===== src/rtl/blst_pkg.sv =====
// package with shared types and constants of the bounded ordered list
`timescale 1ns / 1ps
package blst_pkg;

   localparam int VALUE_W  = 32;
   localparam int OP_W     = 3;
   localparam int INDEX_W  = 5;
   localparam int COUNT_W  = 5;
   localparam int STATUS_W = 2;

   typedef enum logic [OP_W-1:0] {
      OP_INS_FRONT = 3'd0,
      OP_INS_BACK  = 3'd1,
      OP_INS_AT    = 3'd2,
      OP_DEL_FIRST = 3'd3,
      OP_DEL_LAST  = 3'd4,
      OP_DUMP      = 3'd5
   } op_type;

   typedef enum logic [STATUS_W-1:0] {
      ST_OK    = 2'd0,
      ST_EMPTY = 2'd1,
      ST_FULL  = 2'd2
   } status_type;

   typedef enum logic [2:0] {
      ROW_HOLD,
      ROW_INS_FRONT,
      ROW_INS_BACK,
      ROW_INS_AT,
      ROW_DEL_FIRST,
      ROW_DEL_LAST,
      ROW_ROTATE
   } row_op_type;

   typedef enum logic {
      S_IDLE,
      S_DUMP
   } state_type;

   typedef struct packed {
      row_op_type row_op;
      logic       rsp_en;
      status_type status;
      logic       rsp_last;
      logic       rsp_dump;
   } dp_cmd_type;

   typedef struct packed {
      logic full;
      logic empty;
      logic dump_last;
   } dp_stat_type;

endpackage


===== src/rtl/bounded_ordered_list.sv =====
// top level of the bounded ordered list
`timescale 1ns / 1ps
// Ordered list of up to CAPACITY signed 32-bit values.
// Input: a transaction is taken at a rising edge with start high and busy low;
// req_op selects insert front / back / at req_index, delete first / last, or dump.
// Output: each result sits on rsp_* for one cycle with rsp_strobe high.
// Insert and delete ops give a single result (status, new count,
// rsp_last high) that appears the cycle after acceptance, and busy stays low, so a
// new transaction may follow in every cycle.
// A dump of N entries holds busy high while the controller is in S_DUMP; the entry
// row rotates by one position each cycle, so result k leaves the front register and
// the row is back in order after the last one. Results appear one per cycle, after
// the state register and then the response register, the last one marked by rsp_last.
// A dump of an empty list returns one result with status empty.
// Reset (synchronous) empties the list and drops any dump in progress.
// The receiver cannot stall: every result is taken in its strobe cycle.
module bounded_ordered_list #(
   parameter int CAPACITY = 16
) (
   input  logic                               clock,
   input  logic                               reset,
   input  logic                               start,
   output logic                               busy,
   input  logic [blst_pkg::OP_W-1:0]           req_op,
   input  logic signed [blst_pkg::VALUE_W-1:0] req_value,
   input  logic [blst_pkg::INDEX_W-1:0]        req_index,
   output logic                               rsp_strobe,
   output logic signed [blst_pkg::VALUE_W-1:0] rsp_value_res,
   output logic [blst_pkg::STATUS_W-1:0]       rsp_status,
   output logic [blst_pkg::COUNT_W-1:0]        rsp_count,
   output logic                               rsp_last
);
   import blst_pkg::*;

   dp_cmd_type  cmd;
   dp_stat_type stat;

   blst_ctrl u_ctrl (
      .clock  (clock),
      .reset  (reset),
      .start  (start),
      .req_op (req_op),
      .stat   (stat),
      .busy   (busy),
      .cmd    (cmd)
   );

   blst_dpath #(
      .CAPACITY (CAPACITY)
   ) u_dpath (
      .clock         (clock),
      .reset         (reset),
      .cmd           (cmd),
      .req_value     (req_value),
      .req_index     (req_index),
      .stat          (stat),
      .rsp_strobe    (rsp_strobe),
      .rsp_value_res (rsp_value_res),
      .rsp_status    (rsp_status),
      .rsp_count     (rsp_count),
      .rsp_last      (rsp_last)
   );

   a_op_answers: assert property (@(posedge clock) disable iff (reset)
      (start && !busy && req_op != OP_DUMP) |=> rsp_strobe && rsp_last)
      else $error("accepted transaction gave no single result");

endmodule


===== src/rtl/blst_ctrl.sv =====
// controller state machine of the bounded ordered list
`timescale 1ns / 1ps
module blst_ctrl (
   input  logic                     clock,
   input  logic                     reset,
   input  logic                     start,
   input  logic [blst_pkg::OP_W-1:0] req_op,
   input  blst_pkg::dp_stat_type    stat,
   output logic                     busy,
   output blst_pkg::dp_cmd_type     cmd
);
   import blst_pkg::*;

   state_type state_ff;
   state_type state_in;

   always_ff @(posedge clock) begin
      if (reset) begin
         state_ff <= S_IDLE;
      end else begin
         state_ff <= state_in;
      end
   end

   always_comb begin
      state_in     = state_ff;
      busy         = 1'b0;
      cmd.row_op   = ROW_HOLD;
      cmd.rsp_en   = 1'b0;
      cmd.status   = ST_OK;
      cmd.rsp_last = 1'b1;
      cmd.rsp_dump = 1'b0;
      case (state_ff)
         S_IDLE: begin
            if (start) begin
               cmd.rsp_en = 1'b1;
               case (req_op)
                  OP_INS_FRONT, OP_INS_BACK, OP_INS_AT: begin
                     if (stat.full) begin
                        cmd.status = ST_FULL;
                     end else if (req_op == OP_INS_FRONT) begin
                        cmd.row_op = ROW_INS_FRONT;
                     end else if (req_op == OP_INS_BACK) begin
                        cmd.row_op = ROW_INS_BACK;
                     end else begin
                        cmd.row_op = ROW_INS_AT;
                     end
                  end
                  OP_DEL_FIRST: begin
                     if (stat.empty) begin
                        cmd.status = ST_EMPTY;
                     end else begin
                        cmd.row_op = ROW_DEL_FIRST;
                     end
                  end
                  OP_DEL_LAST: begin
                     if (stat.empty) begin
                        cmd.status = ST_EMPTY;
                     end else begin
                        cmd.row_op = ROW_DEL_LAST;
                     end
                  end
                  OP_DUMP: begin
                     if (stat.empty) begin
                        cmd.status = ST_EMPTY;
                     end else begin
                        cmd.rsp_en = 1'b0;
                        state_in   = S_DUMP;
                     end
                  end
                  default: begin
                     cmd.status = ST_OK;
                  end
               endcase
            end
         end
         S_DUMP: begin
            busy         = 1'b1;
            cmd.row_op   = ROW_ROTATE;
            cmd.rsp_en   = 1'b1;
            cmd.rsp_dump = 1'b1;
            cmd.rsp_last = stat.dump_last;
            if (stat.dump_last) begin
               state_in = S_IDLE;
            end
         end
         default: begin
            state_in = S_IDLE;
         end
      endcase
   end

   a_dump_not_empty: assert property (@(posedge clock) disable iff (reset)
      state_ff == S_DUMP |-> !stat.empty)
      else $error("dump running on an empty list");

endmodule


===== src/rtl/blst_dpath.sv =====
// datapath of the bounded ordered list: shifting entry row, count and response register
`timescale 1ns / 1ps
module blst_dpath #(
   parameter int CAPACITY = 16
) (
   input  logic                               clock,
   input  logic                               reset,
   input  blst_pkg::dp_cmd_type               cmd,
   input  logic signed [blst_pkg::VALUE_W-1:0] req_value,
   input  logic [blst_pkg::INDEX_W-1:0]        req_index,
   output blst_pkg::dp_stat_type              stat,
   output logic                               rsp_strobe,
   output logic signed [blst_pkg::VALUE_W-1:0] rsp_value_res,
   output logic [blst_pkg::STATUS_W-1:0]       rsp_status,
   output logic [blst_pkg::COUNT_W-1:0]        rsp_count,
   output logic                               rsp_last
);
   import blst_pkg::*;

   localparam int CW = $clog2(CAPACITY + 1);
   localparam int PW = (CW > INDEX_W) ? CW : INDEX_W;

   logic [VALUE_W-1:0] row_ff [CAPACITY];
   logic [VALUE_W-1:0] row_in [CAPACITY];
   logic [CW-1:0]      count_ff;
   logic [CW-1:0]      count_in;
   logic [CW-1:0]      rot_cnt_ff;
   logic [CW-1:0]      rot_cnt_in;
   logic [CW-1:0]      pos;
   logic [CW-1:0]      last_pos;
   logic [PW-1:0]      idx_ext;
   logic [PW-1:0]      cnt_ext;
   logic [PW-1:0]      count_ext;
   logic               strobe_ff;
   logic [VALUE_W-1:0] value_ff;
   status_type         status_ff;
   logic [COUNT_W-1:0] rcount_ff;
   logic               last_ff;

   assign idx_ext   = PW'(req_index);
   assign cnt_ext   = PW'(count_ff);
   assign last_pos  = count_ff - CW'(1);
   assign count_ext = PW'(count_in);

   always_comb begin
      case (cmd.row_op)
         ROW_INS_FRONT: pos = '0;
         ROW_INS_BACK:  pos = count_ff;
         ROW_INS_AT:    pos = (idx_ext > cnt_ext) ? count_ff : CW'(idx_ext);
         default:       pos = count_ff;
      endcase
   end

   for (genvar g = 0; g < CAPACITY; g++) begin : g_entry
      always_comb begin
         row_in[g] = row_ff[g];
         case (cmd.row_op)
            ROW_INS_FRONT, ROW_INS_BACK, ROW_INS_AT: begin
               if (CW'(g) == pos) begin
                  row_in[g] = req_value;
               end else if (CW'(g) > pos) begin
                  if (g > 0) begin
                     row_in[g] = row_ff[(g > 0) ? g - 1 : 0];
                  end
               end
            end
            ROW_DEL_FIRST: begin
               if (g < CAPACITY - 1) begin
                  row_in[g] = row_ff[(g < CAPACITY - 1) ? g + 1 : g];
               end
            end
            ROW_ROTATE: begin
               if (CW'(g) == last_pos) begin
                  row_in[g] = row_ff[0];
               end else if (g < CAPACITY - 1) begin
                  row_in[g] = row_ff[(g < CAPACITY - 1) ? g + 1 : g];
               end
            end
            default: begin
               row_in[g] = row_ff[g];
            end
         endcase
      end

      always_ff @(posedge clock) begin
         row_ff[g] <= row_in[g];
      end
   end

   always_comb begin
      case (cmd.row_op)
         ROW_INS_FRONT, ROW_INS_BACK, ROW_INS_AT: count_in = count_ff + CW'(1);
         ROW_DEL_FIRST, ROW_DEL_LAST:             count_in = count_ff - CW'(1);
         default:                                 count_in = count_ff;
      endcase
      rot_cnt_in = (cmd.row_op == ROW_ROTATE) ? rot_cnt_ff + CW'(1) : '0;
   end

   always_ff @(posedge clock) begin
      if (reset) begin
         count_ff   <= '0;
         rot_cnt_ff <= '0;
         strobe_ff  <= 1'b0;
      end else begin
         count_ff   <= count_in;
         rot_cnt_ff <= rot_cnt_in;
         strobe_ff  <= cmd.rsp_en;
      end
   end

   always_ff @(posedge clock) begin
      value_ff  <= cmd.rsp_dump ? row_ff[0] : '0;
      status_ff <= cmd.status;
      rcount_ff <= count_ext[COUNT_W-1:0];
      last_ff   <= cmd.rsp_last;
   end

   assign stat.full      = (count_ff == CW'(CAPACITY));
   assign stat.empty     = (count_ff == '0);
   assign stat.dump_last = (rot_cnt_ff == last_pos);

   assign rsp_strobe    = strobe_ff;
   assign rsp_value_res = value_ff;
   assign rsp_status    = status_ff;
   assign rsp_count     = rcount_ff;
   assign rsp_last      = last_ff;

   a_count_bound: assert property (@(posedge clock) disable iff (reset)
      count_ff <= CW'(CAPACITY))
      else $error("entry count above capacity");

   a_ins_grows: assert property (@(posedge clock) disable iff (reset)
      (cmd.row_op == ROW_INS_FRONT || cmd.row_op == ROW_INS_BACK ||
       cmd.row_op == ROW_INS_AT) |=> count_ff == CW'($past(count_ff) + CW'(1)))
      else $error("insert did not grow the list");

   a_del_shrinks: assert property (@(posedge clock) disable iff (reset)
      (cmd.row_op == ROW_DEL_FIRST || cmd.row_op == ROW_DEL_LAST)
      |=> count_ff == CW'($past(count_ff) - CW'(1)))
      else $error("delete did not shrink the list");

endmodule

===== config.mk =====
export PLATFORM = sky130hd
export DESIGN_NAME = bounded_ordered_list
export DESIGN_NICKNAME = d
export VERILOG_FILES = /design/src/rtl/blst_pkg.sv /design/src/rtl/bounded_ordered_list.sv /design/src/rtl/blst_ctrl.sv /design/src/rtl/blst_dpath.sv
export SDC_FILE = /design/constraint.sdc
export NUM_CORES = 1
export LEC_CHECK = 0
export ABC_AREA = 1
export BUFFER_PORTS_ARGS = -buffer_cell sky130_fd_sc_hd__buf_2
export CELL_PAD_IN_SITES_DETAIL_PLACEMENT = 2
export CELL_PAD_IN_SITES_GLOBAL_PLACEMENT = 2
export CORE_MARGIN = 2
export CORE_UTILIZATION = 34
export DETAILED_ROUTE_END_ITERATION = 10
export PLACE_DENSITY = 0.74
export SYNTH_ARGS = -nofsm -noshare
export SYNTH_HDL_FRONTEND = slang
export SYNTH_SLANG_ARGS = --single-unit

===== constraint.sdc =====
create_clock -name clock -period 6.35 [get_ports clock]
set_input_delay 0.635 -clock clock [delete_from_list [all_inputs] [get_ports clock]]
set_output_delay 0.635 -clock clock [all_outputs]
set_load 0.03 [all_outputs]

==> impl_metrics.py <==
metrics = {
    "synthesis": {
        "synthesis.nets": 4306,
        "yosys.cell_types.count": 35,
        "synth_area_um2": 34100,
        "synth.yosys.seq_area_share_pct": 48.1,
        "ys_ff_latch": 564,
        "netlist_instances": 4251,
        "syn_area_per_cell_um2": 8.03,
        "synth_warnings": 0,
    },
    "routing": {
        "drc": 0,
        "ant_nets": 0,
        "wl_um": 153000,
        "avgRoutedWirePerCell_um": 28.0,
        "num_vias": 32900,
        "first_pass_iters": 8,
        "vias_per_cell": 6.01,
        "first_iter_violations": 2396,
    },
    "cts": {
        "clock-sinks": 564,
        "cts_hold_buf": 0,
        "cts_resized": 0,
        "clkTransAtPathRegs_ns": 0.05,
        "root_buffer": "clkbuf_16",
        "clk_latency_ns": 0.66,
        "clk_path_buf_depth": 3,
        "cts_tree": "yes",
        "cts_inserted_buffers": 75,
        "post-cts-setup-buffers": 0,
        "htreeDepth": 3,
    },
    "worst_setup_path": {
        "cpPeakStageDelay_ns": 0.54,
        "crit_path_max_fanout": 44,
        "cp_cell_sequence": "inv_1 -> ha_1 -> nand2_1 -> nor2_1 -> nand2_1 -> nand3_1 -> nand2_1 -> inv_1 -> nand2_1 -> nand3_1 -> nand2_8 -> nor2_4 -> buf_4 -> nand2_1 -> buf_4 -> a31oi_4 -> buf_4",
        "worstSetupStartpointType": "flip-flop",
        "crit_top_cell": "nand2_1",
        "critPathCaptureType": "flip-flop",
        "cp_data_arrival_time_ns": 5.30,
        "critPathKind": "flip-flop to flip-flop",
        "crit_path_top_delay_cell": "dfxtp_1",
        "cp.required_ns": 6.64,
    },
    "final_layout": {
        "layout.nets": 4165,
        "layoutNonFillerInstCount": 5465,
        "nFillCells": 11400,
        "final_area_um2": 37700,
        "final_cell_mix": "1148 x nand2_1, 722 x nand3_1, 574 x inv_1, 512 x edfxtp_1, 448 x a22oi_1",
        "drive_gt1_share_pct": 8.26,
        "final_common_cell": "nand2_1",
        "antenna_cells": 0,
        "synthToLayoutAreaGrowth_pct": 10.4,
        "fin_util_pct": 37.7,
    },
    "placement": {
        "hpwl_um": 97700,
        "placed_cells": 5331,
        "dpl_cell_area_um2": 35400,
        "place_congestion": 0.832,
        "port-buffer-count": 84,
    },
    "worst_hold_path": {
        "holdCritPathClass": "input port to flip-flop",
    },
    "global_route": {
        "track_usage_pct": 29.4,
        "grt_pass1_vias": 36100,
        "grt_pass1_wl_um": 229000,
        "grt_max_degree": 191,
        "antenna_found_initial": 0,
        "grt_overflow_total": 0,
    },
    "power": {
        "clkPwrFrac_pct": 36.3,
        "leakage_nw": 17.1,
        "powerDensity_nw_per_um2": 298,
        "power.switching_mw": 3.68,
        "internal-power_mw": 7.53,
        "combPwrFrac_pct": 19.1,
        "peakVddDrop_mv": 0.161,
        "p_sw_share_pct": 32.8,
        "p_seq_share_pct": 44.5,
    },
    "timing": {
        "max_freq_ghz": 0.200,
        "slew_violations": 0,
        "worstMarginPinSlew_ns": 1.22,
        "finClkSkew_ns": 0.0250,
        "fin_tns_setup_ns": 0,
        "fin_crit_sh_pct": 78.9,
        "hold_viol": 0,
        "finalSetupViolations": 0,
        "rsz0062_at_grt": "false",
        "min_period_ns": 5.01,
        "slew_headroom_pct": 18.3,
    },
    "floorplanning": {
        "io_pins": 85,
        "die_h_um": 321,
        "initial_core_util_pct": 34.2,
        "die_x_um": 321,
        "placementRows": 116,
        "die_area_um2": 103000,
        "core_um2": 99900,
    },
    "run": {
        "maxCapViolations": 0,
    },
    "run_status": {
        "status": "completed",
    },
}
path summary, 6_finish.rpt:
check | from | to | slack [ns] | depth (start not counted)
worst min-delay path | req_value[12] | u_dpath.row_ff[0][12] | 0.28 | 3
worst min register to register | u_dpath.rot_cnt_ff[0] | u_dpath.rot_cnt_ff[0] | 0.50 | 1
worst max register to register | u_dpath.cnt_ext[1] | u_dpath.row_ff[12][9] | 1.34 | 17
worst max-delay path | u_dpath.cnt_ext[1] | u_dpath.row_ff[12][9] | 1.34 | 17
stage by stage:
stage	power, mW	hold WS [ns]	worst slack (ns)
CTS	11.3	0.244	1.45
finish	11.2	0.281	1.34
detailed placement	7.16	0.490	1.40
global placement	7.07	0.480	1.52
global route	11.7	0.280	0.947
floorplan	6.29	0.440	1.75
flip-flops by register name, indices dropped and copies added (netlist names):
name / count
u_dpath.cnt_ext: 5
u_ctrl.state_ff: 1
u_dpath.rsp_strobe: 1
u_dpath.row_ff: 512
u_dpath.rot_cnt_ff: 5
u_dpath.rsp_count: 5
u_dpath.rsp_value_res: 32
u_dpath.rsp_status: 2
u_dpath.rsp_last: 1
synthesized netlist by cell type, drive strengths merged:
library cell  number  share of area (%)
clkinv             1              0.011
nor3b              2              0.044
nor2              51               0.76
o32ai              3              0.077
clkbuf           206                2.3
nand4            227                4.2
xor2               8               0.21
nand2           1156                 13
a21oi             20               0.30
or2                3              0.055
nand3            729                 11
a31oi              3              0.055
ha                12               0.44
o21ai             50               0.73
inv              581                6.4
xnor2              2              0.051
a2111oi            1              0.026
o21a               1              0.022
buf              182                2.8
edfxtp           512                 45
dfxtp             52                3.1
a22oi            448                9.9
o31ai              1              0.022
metal layers:
| layer | routed length [um] | global-route usage [%] | vias up |
|---|---|---|---|
| li1 | - | - | 14300 |
| met1 | 60300 | 34.5 | 17200 |
| met2 | 78900 | 53.2 | 980 |
| met3 | 5890 | 3.14 | 389 |
| met4 | 7790 | 14.5 | 0 |
| met5 | 0 | 0 | - |
layout make-up:
| cell class | count | area, um^2 | area share, % |
|---|---|---|---|
| Tap cell | 1298 | 1620 | 4.31 |
| Multi-Input combinational cell | 2717 | 14100 | 37.5 |
| Sequential cell | 564 | 16400 | 43.6 |
| Timing Repair Buffer | 170 | 1090 | 2.90 |
| Clock inverter | 25 | 110 | 0.292 |
| Inverter | 582 | 2180 | 5.80 |
| Clock buffer | 109 | 2120 | 5.63 |
worst max-delay path, delay by kind of cell, from the launching register on:
family	cells	cell delay (ns)
buffers and inverters	5	1.71
AOI/OAI and AO/OA	1	0.50
and+or+nand+nor	10	1.45
adders and majority gates	1	0.33
DFF	1	0.54
cell families (layout without fill, tap and decap cells):
group           count (synthesis)  in the layout  share of synthesized area [%]
compound gates                527            527                           11.1
xor+xnor                       10             10                          0.257
buf+inv                       970            886                           11.5
fa+ha+maj                      12             12                          0.440
flops                         564            564                           48.1
simple gates                 2168           2168                           28.6
power groups by stage:
stage          combinational [mW]  clock, mW  sequential, mW
2_1_floorplan                1.33          0            4.95
3_3_place_gp                 2.02          0            5.05
3_5_place_dp                 2.10          0            5.05
4_1_cts                      2.12       4.14            4.98
5_1_grt                      2.36       4.27            5.02
6_report                     2.14       4.07            4.99
(Power assumes the default switching activity.)
